`src/hw/rtl/efr_pkg.sv`:
```
package efr_pkg;

  localparam logic [7:0] ESC_BYTE        = 8'hAA;
  localparam logic [7:0] SOF_BYTE        = 8'h55;
  localparam logic [7:0] LITERAL_AA_BYTE = 8'h01;
  localparam logic [7:0] MAX_LEN_RESET   = 8'd130;

  localparam int FIFO_DEPTH = 4;

  typedef enum logic [1:0] {
    TK_DATA,
    TK_SOF,
    TK_BAD_ESC
  } tok_kind_t;

  typedef struct packed {
    tok_kind_t   kind;
    logic [7:0]  data;
  } token_t;

  typedef enum logic [2:0] {
    EV_PAYLOAD    = 3'd0,
    EV_CRC_GOOD   = 3'd1,
    EV_CRC_BAD    = 3'd2,
    EV_LEN_REJECT = 3'd3,
    EV_ABORT      = 3'd4
  } event_t;

endpackage

```
`src/hw/rtl/efr_front.sv`:
```
module efr_front (
  input  logic            clk,
  input  logic            rst_n,
  input  logic            in_valid,
  output logic            in_ready,
  input  logic [7:0]      in_line_byte,
  input  logic            q_full,
  output logic            q_push,
  output efr_pkg::token_t q_token
);

  logic esc_r, esc_nxt;
  logic accept;

  assign in_ready = !q_full;
  assign accept   = in_valid && in_ready;

  always_comb begin
    esc_nxt      = esc_r;
    q_push       = 1'b0;
    q_token.kind = efr_pkg::TK_DATA;
    q_token.data = in_line_byte;
    if (accept) begin
      if (esc_r) begin
        esc_nxt = 1'b0;
        q_push  = 1'b1;
        if (in_line_byte == efr_pkg::LITERAL_AA_BYTE) begin
          q_token.data = efr_pkg::ESC_BYTE;
        end else if (in_line_byte == efr_pkg::SOF_BYTE) begin
          q_token.kind = efr_pkg::TK_SOF;
        end else begin
          q_token.kind = efr_pkg::TK_BAD_ESC;
        end
      end else if (in_line_byte == efr_pkg::ESC_BYTE) begin
        esc_nxt = 1'b1;   // swallow escape, wait for partner
      end else begin
        q_push = 1'b1;
      end
    end
  end

  always_ff @(posedge clk) begin
    if (!rst_n) begin
      esc_r <= 1'b0;
    end else begin
      esc_r <= esc_nxt;
    end
  end

endmodule

```
`src/hw/rtl/efr_fifo.sv`:
```
module efr_fifo #(
  parameter int WIDTH = 10,
  parameter int DEPTH = efr_pkg::FIFO_DEPTH
) (
  input  logic             clk,
  input  logic             rst_n,
  input  logic             push,
  input  logic [WIDTH-1:0] push_data,
  output logic             full,
  input  logic             pop,
  output logic             rd_valid,
  output logic [WIDTH-1:0] rd_data
);

  localparam int PTR_W = (DEPTH > 1) ? $clog2(DEPTH) : 1;
  localparam int CNT_W = $clog2(DEPTH + 1);

  logic [WIDTH-1:0] slot_r [DEPTH];
  logic [PTR_W-1:0] wr_ptr_r, rd_ptr_r;
  logic [CNT_W-1:0] count_r;
  logic             do_push, do_pop;

  assign full     = (count_r == CNT_W'(DEPTH));
  assign rd_valid = (count_r != '0);
  assign rd_data  = slot_r[rd_ptr_r];
  assign do_push  = push && !full;
  assign do_pop   = pop && rd_valid;

  always_ff @(posedge clk) begin
    if (do_push) begin
      slot_r[wr_ptr_r] <= push_data;
    end
  end

  always_ff @(posedge clk) begin
    if (!rst_n) begin
      wr_ptr_r <= '0;
      rd_ptr_r <= '0;
      count_r  <= '0;
    end else begin
      if (do_push) begin
        wr_ptr_r <= (wr_ptr_r == PTR_W'(DEPTH - 1)) ? '0 : wr_ptr_r + 1'b1;
      end
      if (do_pop) begin
        rd_ptr_r <= (rd_ptr_r == PTR_W'(DEPTH - 1)) ? '0 : rd_ptr_r + 1'b1;
      end
      if (do_push && !do_pop) begin
        count_r <= count_r + 1'b1;
      end else if (do_pop && !do_push) begin
        count_r <= count_r - 1'b1;
      end
    end
  end

endmodule

```
`src/hw/rtl/efr_back.sv`:
```
module efr_back (
  input  logic            clk,
  input  logic            rst_n,
  input  logic [7:0]      max_len,
  input  logic            q_valid,
  input  efr_pkg::token_t q_token,
  output logic            q_pop,
  output logic            out_valid,
  input  logic            out_ready,
  output logic [2:0]      out_event_res,
  output logic [7:0]      out_payload_byte,
  output logic            out_frame_end
);

  typedef enum logic [1:0] {
    PH_HUNT,
    PH_LENGTH,
    PH_DATA,
    PH_CRC
  } phase_t;

  phase_t          phase_r, phase_nxt;
  logic [7:0]      remain_r, remain_nxt;
  logic [15:0]     crc_run_r, crc_run_nxt;
  logic [7:0]      crc_lo_r, crc_lo_nxt;
  logic            out_valid_r, out_valid_nxt;
  efr_pkg::event_t out_event_r, out_event_nxt;
  logic [7:0]      out_byte_r, out_byte_nxt;
  logic            out_end_r, out_end_nxt;

  logic            emit;
  efr_pkg::event_t emit_ev;
  logic [7:0]      emit_byte;
  logic [7:0]      b;

  // CRC-16/ARC, reflected poly 0xA001, one byte
  function automatic logic [15:0] crc_step(input logic [15:0] c, input logic [7:0] d);
    logic [15:0] v;
    v = c ^ {8'h00, d};
    for (int i = 0; i < 8; i++) begin
      v = v[0] ? ((v >> 1) ^ 16'hA001) : (v >> 1);
    end
    return v;
  endfunction

  assign q_pop = q_valid && (!out_valid_r || out_ready);
  assign b     = q_token.data;

  always_comb begin
    phase_nxt   = phase_r;
    remain_nxt  = remain_r;
    crc_run_nxt = crc_run_r;
    crc_lo_nxt  = crc_lo_r;
    emit        = 1'b0;
    emit_ev     = efr_pkg::EV_PAYLOAD;
    emit_byte   = 8'h00;
    if (q_pop) begin
      unique case (q_token.kind)
        efr_pkg::TK_SOF: begin
          emit      = (phase_r != PH_HUNT);
          emit_ev   = efr_pkg::EV_ABORT;
          phase_nxt = PH_LENGTH;
        end
        efr_pkg::TK_BAD_ESC: begin
          emit      = (phase_r != PH_HUNT);
          emit_ev   = efr_pkg::EV_ABORT;
          phase_nxt = PH_HUNT;
        end
        efr_pkg::TK_DATA: begin
          unique case (phase_r)
            PH_HUNT: begin
            end
            PH_LENGTH: begin
              if (b == 8'h00 || b > max_len) begin
                emit      = 1'b1;
                emit_ev   = efr_pkg::EV_LEN_REJECT;
                phase_nxt = PH_HUNT;
              end else begin
                crc_run_nxt = crc_step(16'h0000, b);
                remain_nxt  = b;
                phase_nxt   = PH_DATA;
              end
            end
            PH_DATA: begin
              crc_run_nxt = crc_step(crc_run_r, b);
              emit        = 1'b1;
              emit_byte   = b;
              if (remain_r == 8'd1) begin
                phase_nxt  = PH_CRC;
                remain_nxt = 8'd2;
              end else begin
                remain_nxt = remain_r - 8'd1;
              end
            end
            PH_CRC: begin
              if (remain_r == 8'd2) begin
                crc_lo_nxt = b;
                remain_nxt = 8'd1;
              end else begin
                emit       = 1'b1;
                emit_ev    = ({b, crc_lo_r} == crc_run_r) ? efr_pkg::EV_CRC_GOOD
                                                         : efr_pkg::EV_CRC_BAD;
                remain_nxt = 8'd0;
                phase_nxt  = PH_HUNT;
              end
            end
            default: begin
            end
          endcase
        end
        default: begin
        end
      endcase
    end
  end

  always_comb begin
    out_valid_nxt = out_valid_r;
    out_event_nxt = out_event_r;
    out_byte_nxt  = out_byte_r;
    out_end_nxt   = out_end_r;
    if (emit) begin
      out_valid_nxt = 1'b1;
      out_event_nxt = emit_ev;
      out_byte_nxt  = emit_byte;
      out_end_nxt   = (emit_ev != efr_pkg::EV_PAYLOAD);
    end else if (out_ready) begin
      out_valid_nxt = 1'b0;
    end
  end

  always_ff @(posedge clk) begin
    if (!rst_n) begin
      phase_r     <= PH_HUNT;
      remain_r    <= 8'd0;
      crc_run_r   <= 16'h0000;
      crc_lo_r    <= 8'h00;
      out_valid_r <= 1'b0;
    end else begin
      phase_r     <= phase_nxt;
      remain_r    <= remain_nxt;
      crc_run_r   <= crc_run_nxt;
      crc_lo_r    <= crc_lo_nxt;
      out_valid_r <= out_valid_nxt;
    end
    out_event_r <= out_event_nxt;
    out_byte_r  <= out_byte_nxt;
    out_end_r   <= out_end_nxt;
  end

  assign out_valid        = out_valid_r;
  assign out_event_res    = out_event_r;
  assign out_payload_byte = out_byte_r;
  assign out_frame_end    = out_end_r;

  a_end_matches_event: assert property (@(posedge clk) disable iff (!rst_n)
    out_valid_r |-> (out_end_r == (out_event_r != efr_pkg::EV_PAYLOAD)))
    else $error("frame_end disagrees with event");

  a_byte_zero_on_events: assert property (@(posedge clk) disable iff (!rst_n)
    (out_valid_r && out_event_r != efr_pkg::EV_PAYLOAD) |-> (out_byte_r == 8'h00))
    else $error("nonzero byte on a frame event");

  a_data_count_live: assert property (@(posedge clk) disable iff (!rst_n)
    (phase_r == PH_DATA) |-> (remain_r != 8'd0))
    else $error("data phase with no bytes due");

  a_last_payload_to_crc: assert property (@(posedge clk) disable iff (!rst_n)
    (q_pop && q_token.kind == efr_pkg::TK_DATA && phase_r == PH_DATA && remain_r == 8'd1)
    |=> (phase_r == PH_CRC && remain_r == 8'd2))
    else $error("last payload beat did not enter CRC phase");

  a_no_pop_into_full_output: assert property (@(posedge clk) disable iff (!rst_n)
    (out_valid_r && !out_ready) |-> !q_pop)
    else $error("token consumed while result stalled");

endmodule

```
`src/hw/rtl/escaped_frame_receiver_crc16.sv`:
```
// Byte-stuffed frame receiver with CRC-16/ARC check. Each input beat is one
// raw line byte; 0xAA 0x01 decodes to a data 0xAA and 0xAA 0x55 starts a frame.
// A frame is a length byte (1..cfg max, reset 130), that many payload bytes
// and a CRC-16/ARC over length+payload, low byte first. Every payload byte is
// given out as event 0 as it arrives; the frame closes with event 1 (CRC good)
// or 2 (CRC bad). Event 3 reports a rejected length, event 4 an aborted frame
// (bad escape or a new start mark while a frame is open). frame_end marks all
// events but 0. Rate: one input beat per clock while the FIFO has room. The
// front strips escapes in the accept cycle and writes tokens into a small
// FIFO; the back pops one token per cycle unless its output register is
// stalled, runs the byte-wide CRC update and the frame state machine, and
// holds its result in an output register, so input and output stall
// independently. in_ready drops only when the FIFO is full.
// Write cfg_wr_data only while idle.
module escaped_frame_receiver_crc16 #(
  parameter int FIFO_DEPTH = efr_pkg::FIFO_DEPTH
) (
  input  logic       clk,
  input  logic       rst_n,
  // config
  input  logic       cfg_wr_en,
  input  logic [7:0] cfg_wr_data,
  // line byte input
  input  logic       in_valid,
  output logic       in_ready,
  input  logic [7:0] in_line_byte,
  // result output
  output logic       out_valid,
  input  logic       out_ready,
  output logic [2:0] out_event_res,
  output logic [7:0] out_payload_byte,
  output logic       out_frame_end
);

  localparam int TOK_W = $bits(efr_pkg::token_t);

  logic [7:0]      max_len_r;
  logic            q_push, q_full, q_pop, q_valid;
  efr_pkg::token_t push_tok, pop_tok;
  logic [TOK_W-1:0] pop_bits;

  // max payload length register
  always_ff @(posedge clk) begin
    if (!rst_n) begin
      max_len_r <= efr_pkg::MAX_LEN_RESET;
    end else if (cfg_wr_en) begin
      max_len_r <= cfg_wr_data;
    end
  end

  // front: escape removal
  efr_front u_front (
    .clk          (clk),
    .rst_n        (rst_n),
    .in_valid     (in_valid),
    .in_ready     (in_ready),
    .in_line_byte (in_line_byte),
    .q_full       (q_full),
    .q_push       (q_push),
    .q_token      (push_tok)
  );

  // token queue decouples front and back
  efr_fifo #(
    .WIDTH (TOK_W),
    .DEPTH (FIFO_DEPTH)
  ) u_fifo (
    .clk       (clk),
    .rst_n     (rst_n),
    .push      (q_push),
    .push_data (push_tok),
    .full      (q_full),
    .pop       (q_pop),
    .rd_valid  (q_valid),
    .rd_data   (pop_bits)
  );

  assign pop_tok = efr_pkg::token_t'(pop_bits);

  // back: frame parser, CRC, result register
  efr_back u_back (
    .clk              (clk),
    .rst_n            (rst_n),
    .max_len          (max_len_r),
    .q_valid          (q_valid),
    .q_token          (pop_tok),
    .q_pop            (q_pop),
    .out_valid        (out_valid),
    .out_ready        (out_ready),
    .out_event_res    (out_event_res),
    .out_payload_byte (out_payload_byte),
    .out_frame_end    (out_frame_end)
  );

endmodule
```
`config.mk`:
```
export PLATFORM = sky130hd
export DESIGN_NAME = escaped_frame_receiver_crc16
export DESIGN_NICKNAME = d
export VERILOG_FILES = /design/src/hw/rtl/efr_pkg.sv /design/src/hw/rtl/efr_front.sv /design/src/hw/rtl/efr_fifo.sv /design/src/hw/rtl/efr_back.sv /design/src/hw/rtl/escaped_frame_receiver_crc16.sv
export SDC_FILE = /design/constraint.sdc
export NUM_CORES = 1
export LEC_CHECK = 0
export BUFFER_PORTS_ARGS = -buffer_cell sky130_fd_sc_hd__buf_2
export CAP_MARGIN = 10
export CORE_UTILIZATION = 45
export CTS_CLUSTER_SIZE = 10
export DETAILED_ROUTE_END_ITERATION = 16
export GPL_TIMING_DRIVEN = 0
export PLACE_DENSITY_LB_ADDON = 0.12
export SETUP_SLACK_MARGIN = 0.5
export SYNTH_ARGS = -nofsm -noshare
export SYNTH_HDL_FRONTEND = slang
export SYNTH_SLANG_ARGS = --single-unit
```
`constraint.sdc`:
```
create_clock -name clk -period 6.07 [get_ports clk]
set_input_delay 0.607 -clock clk [delete_from_list [all_inputs] [get_ports clk]]
set_output_delay 0.607 -clock clk [all_outputs]
set_load 0.1 [all_outputs]
```
==> results.cfg <==
[run_status]
status = complete, no violations

[timing]
min_period_over_period = 0.685
timing.setup.tns_ns = 0
finClkSkew_ns = 0.00463
hold_violations = 0
slew_violations = 0
worst_pin_slew_ns = 0.988
maxSlewHeadroom = 0.336
fmax_mhz = 240
setup_violations = 0
rsz0062_at_grt = false
fin_crit_ns = 4.16

[cells_and_area]
seq_area_um2 = 2620
syn2layout_area_growth_pct = 12.4
fin_area_um2 = 6170
nFillCells = 1041
nNetsFinal = 586
antenna_cells = 0
drive_gt1_frac = 0.120
multi_input_area_um2 = 2650

[power_and_ir_drop]
pwr-share-clk = 0.208
power_frac_comb = 0.502
ir_drop_v = 0.000194
powerDensity_nw_per_um2 = 510
p_sw_mw = 1.25
leakage_nw = 2.36
swShare = 0.397
power.internal_mw = 1.90
pwr-share-seq = 0.290

[cts]
cts_hold_buf = 0
tritoncts = yes
postCtsSetupBuffers = 0
clock_tree.htree_level_count = 3
cts_inserted_buffers = 9
clock_latency_ns = 0.35
cts_resized = 0
clk_pin_slew_ns = 0.07
cts_sinks = 105
cts_buffer_depth = 2
clk_root_buffer_cell = clkbuf_16

[grt]
overflow = 0
track_usage = 0.200
antenna_found_initial = 0
grt_pass1_vias = 3703
grt_pass1_wl_mm = 19.0
grt_max_degree = 17

[min_path]
holdPathStages = 3
hold_path.class = input pin to flip-flop

[place]
globalplace.congestion = 0.815
io_buffers = 33
hpwl_mm = 8.40
placed_area_um2 = 5830

[drt]
drcViolationCount = 0
avgViaCountPerCell = 5.39
wl_per_cell_um = 16.9
first_pass_iters = 4
vias = 3683
drtAntennaViolNets = 0
drt_iter0_drc = 128
routed_wl_mm = 11.6

[floorplanning]
num_io_pins = 35
die_x_um = 112
rows = 39
core_region_area_um2 = 11700
die-area_um2 = 12600
initial_core_util = 0.471
die_y_um = 112

[logic_synthesis]
avgSynthCellArea_um2 = 11.2
syn_inst = 491
yosysMostFrequentCell = dfxtp_1
ys.flop_type = dfxtp_1
synth_seq_area_share = 0.478
synth_fp_nets = 542
ys_types = 46
synth-edff-count = 52
synth_area_leaders = edfxtp_1 28%, dfxtp_1 19%, ha_1 6.6%, xnor2_1 6.2%, mux2i_1 4.2%
async_flop_share = 0
synth_top_area_share = 0.284
syn_area_um2 = 5490
synth_commonest_cells = 53 x dfxtp_1, 52 x edfxtp_1, 39 x xnor2_1
ys_ff_latch = 105
synth-warning-count = 0
yosysTopAreaCell = edfxtp_1

[critical_path]
reg2reg_depth = 12
worst_setup_path_start_kind = flip-flop
cp.arrival_ns = 4.44
cp_max_fo = 10
setup.worst_path.end_class = flip-flop
cp.required_ns = 6.35
ff2ff_setup_slack_ns = 1.91
setup.worst_path.class = flip-flop to flip-flop

[flow_run]
drv_cap = 0
[flip-flops by register name, summed over array words and instances, names as in the netlist, 2 cells and up, named ones only]
register,count
u_fifo.slot_r,40
u_back.crc_run_r,16
max_len_r,8
u_back.crc_lo_r,8
u_back.out_payload_byte,8
u_back.remain_r,8
u_back.out_event_res,3
u_fifo.count_r,3
u_back.phase_r,2
u_fifo.rd_ptr_r,2
u_fifo.wr_ptr_r,2
[stage by stage]
stage | util | std cells | power [mW] | worst slack [ns] | hold WS [ns]
after floorplan | - | 491 | 2.17 | 2.89 | 0.457
after global placement | 0.500 | 667 | 2.47 | 1.94 | 0.477
after detailed placement | 0.500 | 667 | 2.50 | 1.95 | 0.478
after CTS | 0.529 | 683 | 3.16 | 1.90 | 0.475
after global routing | 0.529 | 683 | 3.36 | 1.48 | 0.474
final | 0.529 | 683 | 3.15 | 1.91 | 0.476
[cell type report]
cell class | count | share of cell area
Buffer | 24 | 0.0172
Clock buffer | 10 | 0.0371
Clock inverter | 6 | 0.0172
Inverter | 30 | 0.0183
Multi-Input combinational cell | 332 | 0.429
Sequential cell | 105 | 0.425
Tap cell | 143 | 0.0290
Timing Repair Buffer | 33 | 0.0268
[final timing paths]
check / from / end
worst max-delay path: flip-flop / u_back.crc_run_r[0]$_SDFFE_PN0P_
worst min-delay path: cfg_wr_data[7] / max_len_r[7]$_SDFFE_PN1P_
worst max register to register: flip-flop / u_back.crc_run_r[0]$_SDFFE_PN0P_
worst min register to register: max_len_r[1]$_SDFFE_PN1P_ / max_len_r[1]$_SDFFE_PN1P_
[placed cells by master (no fill, tap or decap), types with 2 or more instances in the layout]
cell and count:
a21boi_0 10, a21oi_1 28, a22oi_1 5, a32o_1 4, and2_1 8, buf_2 37
bufinv_16 3, clkbuf_1 19, clkbuf_16 9, dfxtp_1 53, edfxtp_1 52, ha_1 29
inv_1 30, mux2i_1 23, mux4_1 7, mux4_2 4, nand2_1 29, nand2b_1 2
nand3_1 5, nand4_1 9, nor2_1 26, nor2b_1 32, nor3_1 7, nor3b_1 3
nor4_1 3, o211a_1 6, o211ai_1 5, o21ai_0 14, or2_2 4, or3_1 4
xnor2_1 39, xnor2_2 2, xnor3_1 2, xor2_1 10
[per-layer routing]
| metal | up-vias | wire [um] | global-route usage |
|---|---|---|---|
| li1 | 1818 | - | - |
| met1 | 1755 | 5290 | 0.253 |
| met2 | 88 | 5510 | 0.334 |
| met3 | 22 | 480 | 0.0389 |
| met4 | 0 | 278 | 0.0889 |
| met5 | - | 0 | 0 |
[worst max-delay path: stages (launching register included)]
cell and delay, ns:
dfxtp_1 0.37, buf_6 0.19, mux4_1 0.55, clkbuf_1 0.34, ha_1 0.43, a21oi_1 0.14
o21ai_0 0.10, o22ai_1 0.38, nand3_1 0.17, a21oi_1 0.75, clkbuf_1 0.38, o21ai_0 0.13
a21oi_1 0.15
[power groups by stage]
stage          logic, mW  clock network (mW)  registers (mW)
2_1_floorplan       1.13                   0            1.03
3_3_place_gp        1.55                   0           0.923
3_5_place_dp        1.57                   0           0.927
4_1_cts             1.58               0.666           0.912
5_1_grt             1.74               0.694           0.925
6_report            1.58               0.655           0.913
[cells by family (layout without fill, tap and decap cells)]
logic type / after synthesis / after routing / share of synthesized area
AOI/OAI and AO/OA: 81 / 81 / 0.0973
adders and majority gates: 30 / 30 / 0.0697
buffers and inverters: 54 / 103 / 0.0399
xor gates and xnor gates: 55 / 55 / 0.100
muxes: 34 / 34 / 0.0918
DFF: 105 / 105 / 0.478
and+or+nand+nor: 132 / 132 / 0.123
No activity file was read; power rests on OpenSTA's default activity.
